[src/brf_pkg.sv]
package brf_pkg;

    localparam int DEPTH = 1024;
    localparam int PTR_W = $clog2(DEPTH);
    localparam int CAP_W = 11;
    localparam int LEN_W = 16;
    localparam int BYTE_W = 8;
    localparam int STAT_W = 3;
    localparam int CNT_W = CAP_W;

    localparam logic [CAP_W-1:0] CAP_RESET = CAP_W'(DEPTH);

    localparam logic [1:0] MODE_NONE = 2'd0;
    localparam logic [1:0] MODE_APPEND = 2'd1;
    localparam logic [1:0] MODE_OVERWRITE = 2'd2;
    localparam logic [1:0] MODE_REJECT = 2'd3;

    localparam logic [STAT_W-1:0] ST_STORED = 3'd0;
    localparam logic [STAT_W-1:0] ST_SKIPPED = 3'd1;
    localparam logic [STAT_W-1:0] ST_REJECTED = 3'd2;
    localparam logic [STAT_W-1:0] ST_READ_OK = 3'd3;
    localparam logic [STAT_W-1:0] ST_EMPTY = 3'd4;

    localparam logic REG_CAPACITY = 1'b0;

    typedef struct packed {
        logic load;
        logic exec;
        logic fetch_done;
    } t_cmd;

    typedef struct packed {
        logic read_hit;
    } t_stat;

    function automatic logic [PTR_W-1:0] brf_adv(logic [PTR_W-1:0] p, logic [CAP_W-1:0] cap);
        logic [CAP_W-1:0] n;
        n = CAP_W'(p) + CAP_W'(1);
        return (n >= cap) ? '0 : n[PTR_W-1:0];
    endfunction

    function automatic logic [CAP_W-1:0] brf_clamp(logic [CAP_W-1:0] c);
        if (c == '0) begin
            return CAP_W'(1);
        end else if (c > CAP_W'(DEPTH)) begin
            return CAP_W'(DEPTH);
        end
        return c;
    endfunction

endpackage

[src/brf_ctrl.sv]
module brf_ctrl (
    input  logic          i_clk,
    input  logic          i_rst_n,
    input  logic          i_in_valid,
    output logic          o_in_ready,
    output logic          o_out_valid,
    input  logic          i_out_ready,
    output brf_pkg::t_cmd o_cmd,
    input  brf_pkg::t_stat i_stat
);
    import brf_pkg::*;

    localparam logic [1:0] S_IDLE = 2'd0;
    localparam logic [1:0] S_EXEC = 2'd1;
    localparam logic [1:0] S_FETCH = 2'd2;

    logic [1:0] r_state;
    logic [1:0] n_state;
    logic       r_out_valid;
    logic       n_out_valid;
    logic       out_free;
    t_cmd       cmd;

    assign out_free = !r_out_valid || i_out_ready;

    always_comb begin
        n_state = r_state;
        n_out_valid = r_out_valid && !i_out_ready;
        cmd = '0;
        unique case (r_state)
            S_IDLE: begin
                if (i_in_valid) begin
                    cmd.load = 1'b1;
                    n_state = S_EXEC;
                end
            end
            S_EXEC: begin
                if (out_free) begin
                    cmd.exec = 1'b1;
                    if (i_stat.read_hit) begin
                        n_state = S_FETCH;
                    end else begin
                        n_state = S_IDLE;
                        n_out_valid = 1'b1;
                    end
                end
            end
            S_FETCH: begin
                cmd.fetch_done = 1'b1;
                n_out_valid = 1'b1;
                n_state = S_IDLE;
            end
            default: begin
                n_state = S_IDLE;
            end
        endcase
    end

    always_ff @(posedge i_clk) begin
        if (!i_rst_n) begin
            r_state <= S_IDLE;
            r_out_valid <= 1'b0;
        end else begin
            r_state <= n_state;
            r_out_valid <= n_out_valid;
        end
    end

    assign o_in_ready = (r_state == S_IDLE);
    assign o_out_valid = r_out_valid;
    assign o_cmd = cmd;

endmodule

[config.mk]
export PLATFORM = sky130hd
export DESIGN_NAME = brf_ctrl
export DESIGN_NICKNAME = d
export VERILOG_FILES = /design/src/brf_pkg.sv /design/src/brf_ctrl.sv
export SDC_FILE = /design/constraint.sdc
export NUM_CORES = 1
export LEC_CHECK = 0
export BUFFER_PORTS_ARGS = -buffer_cell sky130_fd_sc_hd__buf_2
export CAP_MARGIN = 30
export CORE_AREA = 8 8 45 47
export CTS_BUF_LIST = sky130_fd_sc_hd__clkbuf_4 sky130_fd_sc_hd__clkbuf_8 sky130_fd_sc_hd__clkbuf_16
export CTS_CLUSTER_DIAMETER = 40
export DETAILED_ROUTE_END_ITERATION = 7
export DIE_AREA = 0 0 53 55
export PLACE_DENSITY_LB_ADDON = 0.3
export SLEW_MARGIN = 40
export SYNTH_ARGS = -nofsm -noshare
export SYNTH_HDL_FRONTEND = slang
export SYNTH_SLANG_ARGS = --single-unit
[constraint.sdc]
create_clock -name i_clk -period 1.2 [get_ports i_clk]
set_input_delay 0.06 -clock i_clk [delete_from_list [all_inputs] [get_ports i_clk]]
set_output_delay 0.06 -clock i_clk [all_outputs]
set_load 0.02 [all_outputs]
### Word-level counts from Yosys, hierarchy flattened

Cells that the tools add are included.

| cells by class | value |
|---|---|
| reductions and logical operators | 6 |
| mux-type cells | 12 |
| equality and inequality tests | 4 |

Operators by type and width:

| cell | number |
|---|---|
| 2-to-1 mux 1 bit | 7 |
| 2-to-1 mux 2 bit | 3 |
| inequality test 2 bit, second input constant | 2 |
| case mux 2 bit (2 select lines) | 1 |
| == test 2 x 1 -> 1 bit, second input constant | 1 |
| == test 2 bit, second input constant | 1 |
| logical NOT 1 bit | 2 |
| logical NOT 2 bit | 1 |
| case mux 1 bit (2 select lines) | 1 |
| AND reduction 2 bit | 1 |
| logical AND 1 bit | 1 |
| logical OR 1 bit | 1 |

| word-level totals | value |
|---|---|
| logic and storage cells | 24 |
| flip-flop bits (word level) | 3 |

### Logic depth before layout (Yosys ltp)

| logic depth | value |
|---|---|
| depth in word-level cells | 5 |
| depth in mapped cells | 5 |
| mapped depth without buffers | 5 |

### Worst setup path before layout

OpenSTA, ideal clock, no wires.

| timing | value |
|---|---|
| path type | flip-flop to flip-flop |
| start point | reg r_state[0] |
| end point | reg r_state[1] |
| period minus slack after synthesis | 1.176 ns |
| path slack | 0.024 ns |
| arrival | 1.106 ns |
| setup time | 0.070 ns |
| stages on the path, launching flop included | 6 |
| buffers on the path | 0 |
| data required time | 1.130 ns |
| cells stage by stage | dfxtp_1 -> inv_1 -> ha_1 -> nor2b_1 -> nand4b_1 -> a21boi_1 |

| on the way | value |
|---|---|
| longest elaborated chain between the ends | 3 |
| elaborated cells between the ends (all ways) | 6 |
| those cells by class | eq/ne (3); mux (1); reduce/logical (2) |

RTL lines:

| what | line | text |
|---|---|---|
| start: declaration | brf_ctrl.sv:17 | `logic [1:0] r_state;` |
| start signal: assignment | brf_ctrl.sv:64 | `r_state <= n_state;` |
| logical NOT 2 bit (*) | - |  |
| named net o_in_ready | brf_ctrl.sv:5 | `output logic o_in_ready,` |
| inequality test 2 bit (no line) | - |  |
| AND reduction 2 bit (no line) | - |  |

Mark *: on every way through the listed nets, which the timed path passes. The rest lies on a longest branch.
A chain may end at the register's enable or synchronous reset.

### Worst setup path after layout

| timing | value |
|---|---|
| start point | reg r_state[1] |
| end point | reg r_out_valid, in the netlist o_out_valid |

| on the way | value |
|---|---|
| longest elaborated chain between the ends | 2 |
| elaborated cells between the ends (all ways) | 3 |
| those cells by class | eq/ne (2); mux (1) |

RTL lines:

| what | line | text |
|---|---|---|
| == test 2 bit or == test 2 x 1 -> 1 bit (tied branches) | brf_ctrl.sv:30 | `unique case (r_state)` |
| case mux 1 bit (2 select lines) (*) | brf_ctrl.sv:30 |  |
| end signal: assignment | brf_ctrl.sv:65 | `r_out_valid <= n_out_valid;` |
| end: declaration | brf_ctrl.sv:19 | `logic r_out_valid;` |

Every way passes the cells marked *; elsewhere a longest branch is shown, timed or not.

==> results.yml <==
timing:
  slew_headroom_pct: 89.6
  timing.final.ws_setup_ps: 50.2
  finalSetupViolCount: 0
  ratio_of_final_minimum_period_to_clock_period_pct: 95.8
  final-max-slew-violation-count: 0
  worst_margin_pin_slew_ps: 155
  max_freq_mhz: 870
  fin_skew_ps: 0.881
  unrepaired_setup_endpoints_after_global_routing: "false"
  period_needed_ps: 1150
  hold_viol_final: 0
clocking:
  numCtsBuffers: 3
  clock_tree.htree_level_count: 1
  clk_pin_slew_worst_paths_ps: 40
  clock_path_buffers: 2
  clkSinkCount: 3
  tritoncts_clock_tree: "built"
  clkLatencyLatePin_ps: 230
  cts_root_buf: "sky130_fd_sc_hd__clkbuf_4"
  postCtsHoldBufs: 0
grt:
  grt-ovfl-total: 0
  grt.busiest_layer: "met3"
  first_global_vias: 208
  gr-usage-met3_pct: 6.15
  met1_usage_grt_pct: 4.69
  global_route.usage.total_pct: 4.42
  grt_pass1_wl_um: 862
  grt_antenna_before_repair: 0
  use_met2_pct: 5.27
  maximum_number_of_pins_on_one_net_before_global_route_repair: 5
placement:
  detailed_place.area_um2: 303
  place_congestion: 0.743
  placedCellCount: 50
  place.port_buffers: 9
  pre_cts_slack_ps: 1.13
  dp_hpwl_um: 434
synth:
  synthesis.nets: 31
  flip_flop_and_latch_count_after_synthesis: 3
  synth_ff_type: "sky130_fd_sc_hd__dfxtp_1"
  postSynth.asyncResetShare_pct: 0
  synth_cells: 23
  synth.yosys.warnings: 0
  postSynthAreaPerCell_um2: 9.68
  synth_seq_area_share_pct: 27.0
  synth_cell_type_count: 14
  synth_area_um2: 223
  synth_edf_count: 0
power_and_ir_drop:
  power_leakage_nw: 0.177
  design_power_total_w: 0.000439
  irDropWorstVdd_v: 0.000583
  cellPowerDensity_mw_per_mm2: 1120
job:
  timing.max_cap.violations: 0
worst_setup_path:
  crit_chain: "inv_4 -> ha_4 -> nor2b_1 -> a21oi_1 -> o221a_1"
  timing.critical_path.slowest_stage_cell: "sky130_fd_sc_hd__dfxtp_4"
  critPathMaxStageDelay_ps: 360
  endpoint_type_of_the_worst_setup_path: "flop"
  critPathKind: "flop to flop"
  critPathMaxFanout: 3
  timing.critical_path.from_type: "flop"
  crit_arrival_ps: 1270
  critPathRequiredTime_ps: 1320
final_layout:
  final_layout_size_suffix_gt1_share_pct: 68.4
  finish.net_count: 47
  most-common-layout-cells: "sky130_fd_sc_hd__buf_2, sky130_fd_sc_hd__clkbuf_4, sky130_fd_sc_hd__buf_6"
  relative_area_change_from_synthesis_to_final_layout_pct: 75.8
  n_antenna_cell: 0
  multi_input_comb_area_um2: 180
  post_route_core_utilization_pct: 28.3
  final_design_area_no_fill_um2: 392
  most_frequent_standard_cell_in_the_layout_excluding_fill_and_tap_cells: "sky130_fd_sc_hd__buf_2"
  stdcell_count: 54
  register_area_um2: 65.1
  n_fill_cell: 148
drt:
  detailroute.via_count: 203
  via_per_inst: 3.76
  routed_wirelength_um: 539
  antenna_violating_nets_remaining: 0
  wl_per_cell_um: 9.98
  drt_iter0_drc: 2
  drc_errors: 0
  pre_repair_dr_iteration_count: 2
die:
  top_level_ports: 10
  fp.dieArea_mm2: 0.00292
  num_rows: 14
  fp.coreArea_mm2: 0.00138
  start_util_pct: 16.1
  dieHeight_um: 55
  dieWidth_um: 53
min_path:
  worstHoldPathType: "input port to flop"
run_status:
  outcome: "finished clean"
==> final cells by class <==
class                      count  share of cell area [%]
sequential                     3                    16.6
tap                           16                    5.11
timing repair buffer          11                    21.1
multi-input combinational     17                    46.0
clock buffer                   4                    7.67
inverter                       3                    3.51
==> Yosys cell counts (2+ instances only) <==
cell                       count  share of area (%)
sky130_fd_sc_hd__nand2b_4      2                 12
sky130_fd_sc_hd__inv_1         3                5.1
sky130_fd_sc_hd__ha_1          3                 17
sky130_fd_sc_hd__dfxtp_1       3                 27
sky130_fd_sc_hd__nor2b_1       2                5.6
sky130_fd_sc_hd__o21ai_0       2                4.5
==> through the flow <==
stage          setup TNS (ps)  hold WS, ps
4_1_cts                     0         88.8
3_5_place_dp                0          340
2_1_floorplan               0          197
6_report                    0         95.5
3_3_place_gp            -21.9          335
5_1_grt                     0         94.0
==> registers in the layout (all words and copies together), names as in the netlist <==
signal / count
r_state: 2
o_out_valid: 1
==> power breakdown <==
part	leakage, nW	internal, W	total [W]	switching [W]
clock	0.0184	0.000147	0.000199	0.0000518
combinational	0.133	0.0000689	0.000128	0.0000588
sequential	0.0256	0.000106	0.000113	0.00000655
total	0.177	0.000322	0.000439	0.000117
==> per-layer routing <==
metal	part of all wire (%)	up-vias
li1	-	109
met1	47	82
met2	32	12
met3	22	0
met4	0	0
met5	0	-
==> what timing repair did <==
item | CTS | global route
gates resized for setup | 13 | 8
pin swaps | 1 | 0
setup buffers | 1 | 0
endpoints found under the setup margin | 5 | 5
endpoints found under the hold margin | 0 | 0
==> cell families (layout without fill, tap and decap cells) <==
kind of cell | count (synthesis) | in the layout | share of synthesized area [%]
DFF | 3 | 3 | 27.0
and+or+nand+nor | 8 | 8 | 32.0
adders and majority gates | 3 | 3 | 16.9
buffers and inverters | 3 | 18 | 5.06
AOI/OAI and AO/OA | 6 | 6 | 19.1
==> worst paths after layout <==
path | from | slack (ps) | to | cells after the start
worst min-delay path | i_rst_n | 100 | o_out_valid | 2
worst min register to register | r_state[1] | 520 | r_state[1] | 2
worst max register to register | r_state[1] | 50 | o_out_valid | 5
worst max-delay path | r_state[1] | 50 | o_out_valid | 5
==> critical path: cells and delay by family (launching register included) <==
family / cells / cell delay [ps]
fa+ha+maj: 1 / 250
flops: 1 / 360
compound gates: 2 / 270
buf+inv: 1 / 50
simple gates: 1 / 120
Power figures use the tool's default switching activity.
